[src/hdl/assert_macros.svh]
// ----------------------------------------------------------------------------
// Assertion macros
// Shared concurrent assertion forms for the tokenizer modules.
// ----------------------------------------------------------------------------
`ifndef ASSERT_MACROS_SVH
`define ASSERT_MACROS_SVH

// Property checked at every rising clock edge outside reset.
`define ASSERT_CLK(label, prop, msg) \
  label: assert property (@(posedge clk) disable iff (!rst_n) (prop)) else $error(msg);

// Condition that must never be seen outside reset.
`define ASSERT_NEVER(label, cond, msg) \
  label: assert property (@(posedge clk) disable iff (!rst_n) !(cond)) else $error(msg);

`endif

[src/hdl/sst_pkg.sv]
// ----------------------------------------------------------------------------
// sst_pkg
// Types, constants and character classes shared by the tokenizer modules.
// ----------------------------------------------------------------------------
package sst_pkg;

  // Width of the position and line counters inside the block.
  localparam int POS_W = 16;
  // Width of the offset, length and line fields of a token.
  localparam int OUT_W = 16;
  localparam logic [OUT_W-1:0] OUT_MAX = {OUT_W{1'b1}};

  // Depth of the result queue and its index widths.
  localparam int RESQ_DEPTH = 4;
  localparam int RESQ_PTR_W = $clog2(RESQ_DEPTH);
  localparam int RESQ_CNT_W = $clog2(RESQ_DEPTH + 1);

  // Token kinds.
  localparam logic [3:0] KIND_INT   = 4'd0;
  localparam logic [3:0] KIND_FLOAT = 4'd1;
  localparam logic [3:0] KIND_ID    = 4'd2;
  localparam logic [3:0] KIND_SEMI  = 4'd3;
  localparam logic [3:0] KIND_LPAR  = 4'd4;
  localparam logic [3:0] KIND_RPAR  = 4'd5;
  localparam logic [3:0] KIND_LBRC  = 4'd6;
  localparam logic [3:0] KIND_RBRC  = 4'd7;
  localparam logic [3:0] KIND_EQ    = 4'd8;
  localparam logic [3:0] KIND_COMMA = 4'd9;
  localparam logic [3:0] KIND_DOT   = 4'd10;
  localparam logic [3:0] KIND_PLUS  = 4'd11;
  localparam logic [3:0] KIND_EOF   = 4'd12;
  localparam logic [3:0] KIND_ERROR = 4'd13;

  // Character codes.
  localparam logic [7:0] CH_SEMI  = 8'h3B;
  localparam logic [7:0] CH_LPAR  = 8'h28;
  localparam logic [7:0] CH_RPAR  = 8'h29;
  localparam logic [7:0] CH_LBRC  = 8'h7B;
  localparam logic [7:0] CH_RBRC  = 8'h7D;
  localparam logic [7:0] CH_EQ    = 8'h3D;
  localparam logic [7:0] CH_COMMA = 8'h2C;
  localparam logic [7:0] CH_DOT   = 8'h2E;
  localparam logic [7:0] CH_PLUS  = 8'h2B;
  localparam logic [7:0] CH_NL    = 8'h0A;
  localparam logic [7:0] CH_UNDER = 8'h5F;
  localparam logic [7:0] CH_SPACE = 8'h20;
  localparam logic [7:0] CH_TAB   = 8'h09;
  localparam logic [7:0] CH_VT    = 8'h0B;
  localparam logic [7:0] CH_FF    = 8'h0C;
  localparam logic [7:0] CH_CR    = 8'h0D;
  localparam logic [7:0] CH_0     = 8'h30;
  localparam logic [7:0] CH_9     = 8'h39;
  localparam logic [7:0] CH_LA    = 8'h61;
  localparam logic [7:0] CH_LZ    = 8'h7A;
  localparam logic [7:0] CH_UA    = 8'h41;
  localparam logic [7:0] CH_UZ    = 8'h5A;

  // Scanner modes.
  typedef enum logic [2:0] {
    MODE_IDLE  = 3'd0,
    MODE_INT   = 3'd1,
    MODE_FLOAT = 3'd2,
    MODE_ID    = 3'd3,
    MODE_ERROR = 3'd4
  } scan_mode_t;

  // One result token.
  typedef struct packed {
    logic [3:0]       kind;
    logic [OUT_W-1:0] start;
    logic [OUT_W-1:0] length;
    logic [OUT_W-1:0] line;
    logic [7:0]       bad;
    logic             last;
  } token_t;

  // Results of one scanner step: up to two tokens, first one first.
  typedef struct packed {
    logic   v0;
    logic   v1;
    token_t t0;
    token_t t1;
  } scan_res_t;

  function automatic logic is_digit(input logic [7:0] c);
    return (c >= CH_0) && (c <= CH_9);
  endfunction

  function automatic logic is_alpha(input logic [7:0] c);
    return ((c >= CH_LA) && (c <= CH_LZ)) || ((c >= CH_UA) && (c <= CH_UZ));
  endfunction

  function automatic logic is_blank(input logic [7:0] c);
    return (c == CH_SPACE) || (c == CH_TAB) || (c == CH_VT) || (c == CH_FF) ||
           (c == CH_CR);
  endfunction

  // Kind of a single-byte token; KIND_ERROR when the byte is none of them.
  function automatic logic [3:0] punct_kind(input logic [7:0] c);
    logic [3:0] k;
    unique case (c)
      CH_SEMI:  k = KIND_SEMI;
      CH_LPAR:  k = KIND_LPAR;
      CH_RPAR:  k = KIND_RPAR;
      CH_LBRC:  k = KIND_LBRC;
      CH_RBRC:  k = KIND_RBRC;
      CH_EQ:    k = KIND_EQ;
      CH_COMMA: k = KIND_COMMA;
      CH_DOT:   k = KIND_DOT;
      CH_PLUS:  k = KIND_PLUS;
      default:  k = KIND_ERROR;
    endcase
    return k;
  endfunction

  // Clamp an internal position to the width of a token field.
  function automatic logic [OUT_W-1:0] sat_out(input logic [POS_W-1:0] v);
    logic [31:0] w;
    w = 32'(v);
    if (w > 32'(OUT_MAX)) return OUT_MAX;
    return w[OUT_W-1:0];
  endfunction

endpackage

[src/hdl/sst_scan.sv]
// ----------------------------------------------------------------------------
// sst_scan
// Scanner state and per-byte classification; one step per accepted item.
// ----------------------------------------------------------------------------
`include "assert_macros.svh"

module sst_scan (
  input  logic               clk,
  input  logic               rst_n,
  input  logic               step,
  input  logic [7:0]         text_byte,
  input  logic               end_of_text,
  output sst_pkg::scan_res_t res
);

  sst_pkg::scan_mode_t        mode_r, mode_nxt;
  logic [sst_pkg::POS_W-1:0]  start_r, start_nxt;
  logic [sst_pkg::POS_W-1:0]  pos_r, pos_nxt;
  logic [sst_pkg::POS_W-1:0]  line_r, line_nxt;

  logic                       pend_emit;
  logic                       cls_emit;
  logic                       run_cls;
  logic [3:0]                 pend_kind;
  logic [3:0]                 pkind;
  logic [sst_pkg::POS_W-1:0]  pend_len;
  sst_pkg::token_t            pend_tok;
  sst_pkg::token_t            cls_tok;

  // State registers.
  always_ff @(posedge clk) begin
    if (!rst_n) begin
      mode_r  <= sst_pkg::MODE_IDLE;
      start_r <= '0;
      pos_r   <= '0;
      line_r  <= '0;
    end else if (step) begin
      mode_r  <= mode_nxt;
      start_r <= start_nxt;
      pos_r   <= pos_nxt;
      line_r  <= line_nxt;
    end
  end

  // The pending token as it stands before this byte.
  always_comb begin
    unique case (mode_r)
      sst_pkg::MODE_INT:   pend_kind = sst_pkg::KIND_INT;
      sst_pkg::MODE_FLOAT: pend_kind = sst_pkg::KIND_FLOAT;
      default:             pend_kind = sst_pkg::KIND_ID;
    endcase
    pend_len        = (pos_r >= start_r) ? (pos_r - start_r) : '0;
    pend_tok.kind   = pend_kind;
    pend_tok.start  = sst_pkg::sat_out(start_r);
    pend_tok.length = sst_pkg::sat_out(pend_len);
    pend_tok.line   = sst_pkg::sat_out(line_r);
    pend_tok.bad    = 8'h00;
    pend_tok.last   = 1'b0;
  end

  // Next state and the token made by the byte itself.
  always_comb begin
    pkind           = sst_pkg::punct_kind(text_byte);
    mode_nxt        = mode_r;
    start_nxt       = start_r;
    pos_nxt         = (pos_r != '1) ? pos_r + 1'b1 : pos_r;
    line_nxt        = line_r;
    pend_emit       = 1'b0;
    cls_emit        = 1'b0;
    run_cls         = 1'b0;
    cls_tok.kind    = pkind;
    cls_tok.start   = sst_pkg::sat_out(pos_r);
    cls_tok.length  = sst_pkg::OUT_W'(1);
    cls_tok.line    = sst_pkg::sat_out(line_r);
    cls_tok.bad     = 8'h00;
    cls_tok.last    = 1'b1;

    if (end_of_text) begin
      // Finish any pending token, then EOF, then back to the reset state.
      pend_emit = (mode_r == sst_pkg::MODE_INT) || (mode_r == sst_pkg::MODE_FLOAT) ||
                  (mode_r == sst_pkg::MODE_ID);
      cls_emit       = 1'b1;
      cls_tok.kind   = sst_pkg::KIND_EOF;
      cls_tok.length = '0;
      mode_nxt       = sst_pkg::MODE_IDLE;
      start_nxt      = '0;
      pos_nxt        = '0;
      line_nxt       = '0;
    end else begin
      // Extend the pending token, or close it and classify the byte.
      unique case (mode_r)
        sst_pkg::MODE_INT: begin
          if (text_byte == sst_pkg::CH_DOT) begin
            mode_nxt = sst_pkg::MODE_FLOAT;
          end else if (!sst_pkg::is_digit(text_byte)) begin
            pend_emit = 1'b1;
            run_cls   = 1'b1;
          end
        end
        sst_pkg::MODE_FLOAT: begin
          if (!sst_pkg::is_digit(text_byte) && (text_byte != sst_pkg::CH_DOT)) begin
            pend_emit = 1'b1;
            run_cls   = 1'b1;
          end
        end
        sst_pkg::MODE_ID: begin
          if (!sst_pkg::is_alpha(text_byte) && !sst_pkg::is_digit(text_byte) &&
              (text_byte != sst_pkg::CH_UNDER)) begin
            pend_emit = 1'b1;
            run_cls   = 1'b1;
          end
        end
        sst_pkg::MODE_ERROR: begin
          run_cls = 1'b0;
        end
        default: begin
          run_cls = 1'b1;
        end
      endcase

      if (run_cls) begin
        mode_nxt = sst_pkg::MODE_IDLE;
        priority if (sst_pkg::is_blank(text_byte)) begin
          mode_nxt = sst_pkg::MODE_IDLE;
        end else if (text_byte == sst_pkg::CH_NL) begin
          line_nxt = (line_r != '1) ? line_r + 1'b1 : line_r;
        end else if (sst_pkg::is_digit(text_byte)) begin
          mode_nxt  = sst_pkg::MODE_INT;
          start_nxt = pos_r;
        end else if (sst_pkg::is_alpha(text_byte) || (text_byte == sst_pkg::CH_UNDER)) begin
          mode_nxt  = sst_pkg::MODE_ID;
          start_nxt = pos_r;
        end else if (pkind != sst_pkg::KIND_ERROR) begin
          cls_emit = 1'b1;
        end else begin
          cls_emit    = 1'b1;
          cls_tok.bad = text_byte;
          mode_nxt    = sst_pkg::MODE_ERROR;
        end
      end
    end
  end

  // Order the results: a closed pending token always goes first.
  always_comb begin
    res.v0      = pend_emit | cls_emit;
    res.v1      = pend_emit & cls_emit;
    res.t0      = pend_emit ? pend_tok : cls_tok;
    res.t0.last = !(pend_emit & cls_emit);
    res.t1      = cls_tok;
  end

  // A step on end of text always yields a final EOF token and clears state.
  `ASSERT_CLK(a_eot_gives_eof, step && end_of_text |-> res.v0 &&
    ((res.v1 && res.t1.kind == sst_pkg::KIND_EOF) ||
     (!res.v1 && res.t0.kind == sst_pkg::KIND_EOF)), "end of text without EOF token")
  `ASSERT_CLK(a_eot_clears, $past(step && end_of_text) |-> pos_r == '0 &&
    line_r == '0 && mode_r == sst_pkg::MODE_IDLE, "state not cleared after end of text")
  // After an error only end of text produces a result.
  `ASSERT_CLK(a_error_silent, step && !end_of_text && mode_r == sst_pkg::MODE_ERROR |->
    !res.v0 && mode_nxt == sst_pkg::MODE_ERROR, "result produced in error mode")
  // Two results never come without a pending token.
  `ASSERT_NEVER(a_two_need_pending, res.v1 && mode_r != sst_pkg::MODE_INT &&
    mode_r != sst_pkg::MODE_FLOAT && mode_r != sst_pkg::MODE_ID,
    "two results without a pending token")

endmodule

[src/hdl/sst_resq.sv]
// ----------------------------------------------------------------------------
// sst_resq
// Small result queue: up to two tokens in a cycle, one out a cycle if ready.
// ----------------------------------------------------------------------------
`include "assert_macros.svh"

module sst_resq (
  input  logic               clk,
  input  logic               rst_n,
  input  logic               push,
  input  sst_pkg::scan_res_t res,
  output logic               room2,
  output logic               out_valid,
  input  logic               out_ready,
  output sst_pkg::token_t    out_tok
);

  sst_pkg::token_t                  mem_r [sst_pkg::RESQ_DEPTH];
  logic [sst_pkg::RESQ_PTR_W-1:0]   wr_ptr_r, wr_ptr_nxt;
  logic [sst_pkg::RESQ_PTR_W-1:0]   rd_ptr_r, rd_ptr_nxt;
  logic [sst_pkg::RESQ_CNT_W-1:0]   cnt_r, cnt_nxt;
  logic [sst_pkg::RESQ_PTR_W-1:0]   wr_ptr_p1;
  logic                             pop;
  logic                             wr0;
  logic                             wr1;

  // Pointer and count arithmetic.
  always_comb begin
    pop        = out_valid & out_ready;
    wr0        = push & res.v0;
    wr1        = push & res.v1;
    wr_ptr_p1  = wr_ptr_r + 1'b1;
    wr_ptr_nxt = wr_ptr_r + sst_pkg::RESQ_PTR_W'(wr0) + sst_pkg::RESQ_PTR_W'(wr1);
    rd_ptr_nxt = rd_ptr_r + sst_pkg::RESQ_PTR_W'(pop);
    cnt_nxt    = cnt_r + sst_pkg::RESQ_CNT_W'(wr0) + sst_pkg::RESQ_CNT_W'(wr1) -
                 sst_pkg::RESQ_CNT_W'(pop);
  end

  assign room2     = cnt_r <= sst_pkg::RESQ_CNT_W'(sst_pkg::RESQ_DEPTH - 2);
  assign out_valid = cnt_r != '0;
  assign out_tok   = mem_r[rd_ptr_r];

  // Control registers.
  always_ff @(posedge clk) begin
    if (!rst_n) begin
      wr_ptr_r <= '0;
      rd_ptr_r <= '0;
      cnt_r    <= '0;
    end else begin
      wr_ptr_r <= wr_ptr_nxt;
      rd_ptr_r <= rd_ptr_nxt;
      cnt_r    <= cnt_nxt;
    end
  end

  // Token storage, written in order at one or two slots.
  always_ff @(posedge clk) begin
    if (wr0) begin
      mem_r[wr_ptr_r] <= res.t0;
    end
    if (wr1) begin
      mem_r[wr_ptr_p1] <= res.t1;
    end
  end

  // The queue never overflows and never pops while empty.
  `ASSERT_NEVER(a_no_overflow, cnt_r > sst_pkg::RESQ_CNT_W'(sst_pkg::RESQ_DEPTH),
    "result queue overflow")
  `ASSERT_CLK(a_push_has_room, push |-> room2, "push without room for two tokens")
  `ASSERT_CLK(a_count_tracks_ptrs, cnt_r != sst_pkg::RESQ_CNT_W'(sst_pkg::RESQ_DEPTH) |->
    sst_pkg::RESQ_PTR_W'(cnt_r) == (wr_ptr_r - rd_ptr_r), "count disagrees with pointers")

endmodule

[src/hdl/shader_source_tokenizer.sv]
// ----------------------------------------------------------------------------
// shader_source_tokenizer
// Streaming lexer for shader source text: bytes in, tokens out.
// ----------------------------------------------------------------------------
//  Channel  Direction  tdata                              tuser / tlast
//  in_      slave      [7:0] text byte                    tuser: end_of_text
//  out_     master     start, length, line, bad byte      tuser: kind; tlast: last_of_run
//
//  An accepted item is held in an input register, scanned once two result slots are free;
//  its tokens enter a four-entry result queue that feeds the output port.
//  Throughput is one item per cycle if no item yields two tokens and the output is ready;
//  an item that yields two tokens uses two output beats, so the queue absorbs it.
//  An item's first token reaches the output through the input register and the queue.
//  Reset (rst_n low, synchronous) clears the scanner state and empties the queue.
//  A stalled output fills the queue; the input then stalls until two slots free.
// ----------------------------------------------------------------------------
module shader_source_tokenizer (
  input  logic        clk,
  input  logic        rst_n,
  input  logic        in_tvalid,
  output logic        in_tready,
  input  logic [7:0]  in_tdata,   // [7:0] text_byte
  input  logic        in_tuser,   // [0] end_of_text
  output logic        out_tvalid,
  input  logic        out_tready,
  output logic [55:0] out_tdata,  // [15:0] token_start, [31:16] token_length,
                                  // [47:32] line_number, [55:48] bad_char
  output logic [3:0]  out_tuser,  // [3:0] token_kind
  output logic        out_tlast   // last_of_run
);

  logic               in_vld_r;
  logic [7:0]         in_byte_r;
  logic               in_eot_r;
  logic               step;
  logic               room2;
  sst_pkg::scan_res_t res;
  sst_pkg::token_t    out_tok;

  // The held item is scanned once the queue can take both possible tokens.
  assign step      = in_vld_r & room2;
  assign in_tready = !in_vld_r | step;

  // Input register.
  always_ff @(posedge clk) begin
    if (!rst_n) begin
      in_vld_r <= 1'b0;
    end else if (in_tready) begin
      in_vld_r <= in_tvalid;
    end
  end

  always_ff @(posedge clk) begin
    if (in_tvalid && in_tready) begin
      in_byte_r <= in_tdata;
      in_eot_r  <= in_tuser;
    end
  end

  sst_scan u_scan (
    .clk         (clk),
    .rst_n       (rst_n),
    .step        (step),
    .text_byte   (in_byte_r),
    .end_of_text (in_eot_r),
    .res         (res)
  );

  sst_resq u_resq (
    .clk       (clk),
    .rst_n     (rst_n),
    .push      (step),
    .res       (res),
    .room2     (room2),
    .out_valid (out_tvalid),
    .out_ready (out_tready),
    .out_tok   (out_tok)
  );

  // Pack the token onto the output port.
  assign out_tdata = {out_tok.bad, out_tok.line, out_tok.length, out_tok.start};
  assign out_tuser = out_tok.kind;
  assign out_tlast = out_tok.last;

endmodule
[config.mk]
export PLATFORM = sky130hd
export DESIGN_NAME = shader_source_tokenizer
export DESIGN_NICKNAME = d
export VERILOG_FILES = /design/src/hdl/sst_pkg.sv /design/src/hdl/sst_scan.sv /design/src/hdl/sst_resq.sv /design/src/hdl/shader_source_tokenizer.sv
export VERILOG_INCLUDE_DIRS = /design/src /design/src/hdl
export SDC_FILE = /design/constraint.sdc
export NUM_CORES = 1
export LEC_CHECK = 0
export BUFFER_PORTS_ARGS = -buffer_cell sky130_fd_sc_hd__buf_4
export CAP_MARGIN = 0
export CORE_MARGIN = 5
export CORE_UTILIZATION = 45
export CTS_CLUSTER_DIAMETER = 30
export DETAILED_ROUTE_END_ITERATION = 10
export HOLD_SLACK_MARGIN = 0.05
export RECOVER_POWER = 25
export REMOVE_ABC_BUFFERS = 1
export SLEW_MARGIN = 20
export SYNTH_ARGS = -nofsm -noshare
export SYNTH_HDL_FRONTEND = slang
export SYNTH_SLANG_ARGS = --single-unit
[constraint.sdc]
create_clock -name clk -period 5 [get_ports clk]
set_clock_uncertainty 0.05 [all_clocks]
set_input_delay 0.75 -clock clk [delete_from_list [all_inputs] [get_ports clk]]
set_output_delay 0.75 -clock clk [all_outputs]
set_load 0.01 [all_outputs]
## Word level (Yosys, flattened, before mapping)

Memories as Yosys holds them, arrays and structs flattened. A register that Yosys moved wholly into a read port is not among the register bits.
Index checks and enable logic that the tools add are counted.

- Output and inout port bits: 63
- Bits of input ports: 13
- Register bits: 68
- Memory bits (writable): 244
- Memories kept: 1
- Logic and storage cells: 148

- Multiplexer cells: 54
- Equality and inequality tests: 27
- Order comparisons: 8
- Bitwise operators: 7
- $add $sub $neg: 10
- Reductions and logical operators: 31

Memories:

| name | depth | width | read ports | clocked after memory_dff | write ports | RTL line | source |
|---|---|---|---|---|---|---|---|
| u_resq.mem_r | 4 | 61 | 1 | 1 | 2 | sst_resq.sv:18 | `sst_pkg::token_t mem_r [sst_pkg::RESQ_DEPTH];` |

Operators with widths:

| kind | number |
|---|---|
| $mux 16 | 14 |
| $eq 8x6->1 const B | 8 |
| $mux 61 | 1 |
| $mux 8 | 7 |
| $eq 8x4->1 const B | 5 |
| $pmux 4 s9 | 1 |
| $add 16x1->16 const B | 2 |
| $ne 16x16->1 const B | 2 |
| $mux 3 | 9 |
| $eq 8x7->1 const B | 3 |
| $mux 1 | 17 |
| $ge 16x16->1 | 1 |
| $ge 8x7->1 const B | 2 |
| $le 8x7->1 const B | 2 |
| $sub 16x16->16 | 1 |
| $reduce_bool 3->1 | 4 |
| $reduce_and 5->1 | 2 |
| $ge 8x6->1 const B | 1 |
| $le 8x6->1 const B | 1 |
| $logic_or 1x1->1 | 8 |
| $ne 8x6->1 const B | 1 |
| $ne 8x7->1 const B | 1 |
| $reduce_bool 2->1 | 4 |
| $logic_and 1x1->1 | 7 |
| other kinds (20) | 33 |

## Logic depth before layout (Yosys ltp)

- Depth in word-level cells: 16
- Depth in mapped cells: 15
- Gate-level depth less buffers: 11

## Hierarchy

From an unflattened synthesis, not the netlist that was laid out.

- Cell total of the unflattened synthesis: 1226
- Area, all modules: 17201.5 um^2

By module, submodules not included:

| module | area an instance (um^2) | cells an instance | instances | seq. area each (um^2) |
|---|---|---|---|---|
| sst_resq | 12494.5 | 639 | 1 | 7467.2 |
| sst_scan | 4371.7 | 572 | 1 | 1021.0 |
| shader_source_tokenizer | 335.3 | 15 | 1 | 290.3 |

## Worst setup path before layout

No wires, ideal clock.

- Path kind: reg2reg
- From: register in_byte_r[1]
- To: register u_resq.cnt_r[2] (netlist bit)
- Library setup time: 0.117 ns
- Arrival time: 3.708 ns
- Required time: 4.833 ns
- Cell stages (with the launch flop): 16
- Path slack: 1.124 ns
- Path buffers: 4
- Clock period less this slack: 3.876 ns
- Cells stage by stage: edfxtp_1 -> buf_6 -> or3_1 -> o311a_1 -> a21o_1 -> a221oi_4 -> buf_4 -> buf_2 -> buf_2 -> o21ai_0 -> ha_1 -> inv_1 -> fa_1 -> fa_1 -> xor2_1 -> nor2_1

- Word-level cells in the longest chain between the ends: 16
- Elaborated cells between the ends (all ways): 51
- Those cells by class: 3 x add/sub; 6 x order compare; 10 x eq/ne; 14 x mux; 4 x bitwise; 14 x reduce/logical

Ends and longest elaborated chain:

| what | RTL line | source |
|---|---|---|
| start: declaration | shader_source_tokenizer.sv:33 | `logic [7:0] in_byte_r;` |
| start signal: assignment | shader_source_tokenizer.sv:55 | `in_byte_r <= in_tdata;` |
| $ge 8x7->1 / $le 8x7->1 (equally long branches) | sst_pkg.sv:90 | `return ((c >= CH_LA) && (c <= CH_LZ)) \|\| ((c >= CH_UA) && (c <= CH_UZ));` |
| $logic_and 1x1->1 | sst_pkg.sv:90 |  |
| $logic_or 1x1->1 | sst_pkg.sv:90 |  |
| $logic_not 1->1 | sst_scan.sv:107 | `if (!sst_pkg::is_alpha(text_byte) && !sst_pkg::is_digit(text_byte) &&` |
| $logic_and 1x1->1 (2 in a row) | sst_scan.sv:107 |  |
| $mux 1 | sst_scan.sv:107 |  |
| $pmux 1 s4 | sst_scan.sv:91 | `unique case (mode_r)` |
| $mux 1 | sst_scan.sv:78 | `if (end_of_text) begin` |
| $mux 1 | sst_scan.sv:121 | `if (run_cls) begin` |
| $mux 1 | sst_scan.sv:78 |  |
| $or 1x1->1 | sst_scan.sv:146 | `res.v0 = pend_emit \| cls_emit;` |
| $and 1x1->1 | sst_resq.sv:30 | `wr0 = push & res.v0;` |
| $add 3x1->3 | sst_resq.sv:35 | `cnt_nxt = cnt_r + sst_pkg::RESQ_CNT_W'(wr0) + sst_pkg::RESQ_CNT_W'(wr1) -` |
| $add 3x1->3 * | sst_resq.sv:35 |  |
| $sub 3x1->3 * | sst_resq.sv:35 |  |
| end signal: assignment | sst_resq.sv:52 | `cnt_r <= cnt_nxt;` |
| end: declaration | sst_resq.sv:21 | `logic [sst_pkg::RESQ_CNT_W-1:0] cnt_r, cnt_nxt;` |

Mark *: on every way between the ends. The rest lies on a longest branch, timed or not. The select of a mux whose other input is x is not followed.
A chain may end at the register's enable or synchronous reset.

==> flow_metrics.tcl <==
set metrics [dict create \
    die_y_um 191.6 \
    clkTransAtPathRegs_ns 0.04 \
    outcome "finished, violations left" \
    clk_latency_ns 0.56 \
    dp_hpwl_um 23220 \
    first_pass_iters 6 \
    post-cts-setup-buffers 0 \
    diodes 0 \
    yosys_warnings 0 \
    grt_pass1_wl_um 59110 \
    rows 66 \
    die_area_um2 36700 \
    synthTopCellsByCount "189 x edfxtp_1, 123 x dfxtp_1, 79 x nor2_1" \
    rsz0062_at_grt "no" \
    required_ns 4.20 \
    crit_slowest_cell "clkbuf_1" \
    wl_per_cell_um 21.10 \
    maxSlewViolCount 130 \
    port-buffer-count 75 \
    yosys.area.top_type "edfxtp_1" \
    ant_nets 0 \
    fin_ws_ns 0.6201 \
    worstPathArrival_ns 3.58 \
    initial_core_util_pct 45.60 \
    yosys.area.top_type_share_pct 38.26 \
    cp-end-kind "output pin" \
    cts_tree "built" \
    finalHoldViolations 0 \
    synth_area_leaders "edfxtp_1 38%, dfxtp_1 17%, mux4_2 9.3%" \
    power.density_nw_per_um2 510.0 \
    netlist_instances 1175 \
    place_inst 1627 \
    leakagePower_uw 0.006326 \
    place_congestion 0.8972 \
    layout.nets 1298 \
    hp-class "primary input to flip-flop" \
    die_width_um 191.6 \
    cpPeakStageDelay_ns 1.55 \
    pre_cts_slack_ns 1.044 \
    instances_no_fill 1763 \
    ir_drop_v 0.0002614 \
    fp.coreArea_um2 32540 \
    synth_ff_type "edfxtp_1" \
    period_needed_ns 4.380 \
    vias 10200 \
    multi_input_area_um2 6112 \
    clkSinkCount 312 \
    register_area_um2 8145 \
    finalPower_uw 9308 \
    cts-buffers-inserted 73 \
    start_kind "flip-flop" \
    viasPerCell 5.788 \
    max_slew_margin_pct -67.22 \
    cts_max_path_buffers 3 \
    htreeDepth 3 \
    gr-total-overflow 0 \
    max_freq_mhz 228.3 \
    critPathKind "flip-flop to output pin" \
    grt_max_degree 74 \
    cts_root_buf "clkbuf_16" \
    period_share_pct 87.60 \
    synth_edf_count 189 \
    avgSynthCellArea_um2 12.63 \
    synth-seq-cells 312 \
    grt_pass1_vias 10500 \
    ctsResizeCount 0 \
    io-pin-count 76 \
    cp_cell_sequence "clkbuf_1 -> mux4_2 -> buf_4" \
    final-setup-viol-count 0 \
    postCtsHoldBufs 0 \
    maxCapViolations 5 \
    drt_iter0_drc 1052 \
    wirelength_um 37200 \
    track_usage_pct 20.50 \
    ys_types 74 \
    antenna_found_initial 0 \
    synth_seq_area_share_pct 54.85 \
    drc_errors 0 \
    yosysMostFrequentCell "edfxtp_1" \
    failed_checks "capacitance limit, slew limit" \
    tightest_slew_ns 2.503 \
    async_reset_ff_share_pct 0 \
    syn_area_um2 14840 \
    area_growth_pct 23.02 \
    layout-drive-gt1-share_pct 19.30 \
    fill_cells 2747 \
    hold_ws_ns 0.3438 \
    path_max_fanout 33 \
]
kinds of logic (layout without fill, tap and decap cells):
kind of cell	after synthesis	count (layout)	share of synthesized area, %
muxes	69	69	10.04
and+or+nand+nor	334	334	12.06
DFF	312	312	54.85
buffers and inverters	133	279	3.770
xor gates and xnor gates	40	40	2.362
AOI/OAI and AO/OA	262	262	14.61
adders and majority gates	25	25	2.311
routing by layer:
metal / vias to the layer above / global-route usage (%) / part of all wire [%] / routed length (µm)
met1: 5066 / 27.88 / 44 / 16430
met4: 0 / 6.961 / 2.1 / 779
met5: - / 0 / 0 / 0
li1: 4758 / - / - / -
met3: 64 / 3.617 / 5.1 / 1907
met2: 316 / 33.47 / 49 / 18080
power breakdown:
group	switching, µW	internal [µW]	leakage [µW]	total, µW
clock network	1570	3460	0.00127	5030
registers	191	2870	0.00265	3060
logic	661	554	0.00240	1210
total	2420	6890	0.00633	9310
cell usage in the layout, fill, tap and decap left out, types with 13 or more instances in the layout:
cell type and count:
clkbuf_1 63, a32o_1 77, nand3_1 22, xnor2_1 25, o2bb2ai_1 36, dfxtp_1 121
clkbuf_16 73, nor2_1 78, a22o_1 32, bufinv_16 13, a21oi_1 35, nand2_1 43
buf_4 43, xor2_1 15, and2_1 73, mux4_2 61, and3_1 41, edfxtp_1 189
o21ai_0 19, ha_1 21, inv_1 34
worst max-delay path, delay by kind of cell, from the launching register on:
kind	cells	cell delay, ns
buffers and inverters	2	1.70
flip-flops	1	0.74
multiplexers	1	0.56
sequential cells by signal, indices dropped and copies added, names as in the netlist:
register and flops:
u_scan.mode_r 3, u_resq.wr_ptr_r 2, u_resq.mem_r 244, in_byte_r 8
u_scan.line_r 16, u_resq.rd_ptr_r 2, u_resq.cnt_r 3, u_scan.start_r 16
in_eot_r 1, in_vld_r 1, u_scan.pos_r 16
layout make-up:
class	count	area share, %
clock buffers	89	10.61
repair buffers	105	3.524
well taps	442	3.030
flip-flops and latches	312	44.63
clock inverters	47	3.928
inverters	38	0.7816
multi-input cells	730	33.49
per-stage QoR:
stage / cell area (µm²) / util (%) / TNS, ns
floorplan: 14420 / - / -70.99
global route: 18250 / 56.09 / 0
CTS: 18490 / 56.81 / 0
global placement: 15830 / 48.66 / 0
detailed placement: 15830 / 48.66 / 0
finish: 18250 / 56.09 / 0
path summary, 6_finish.rpt:
| check | start | to | slack (ns) | depth (start not counted) |
|---|---|---|---|---|
| worst max-delay path | u_resq.rd_ptr_r[1] | out_tdata[1] | 0.62 | 3 |
| worst min-delay path | in_tdata[5] | in_byte_r[5] | 0.34 | 1 |
| worst max register to register | in_byte_r[1] | u_resq.mem_r[0][5] | 0.65 | 6 |
| worst min register to register | u_resq.mem_r[2][31] | u_resq.mem_r[2][31] | 0.41 | 1 |
No activity file was read; power rests on OpenSTA's default activity.
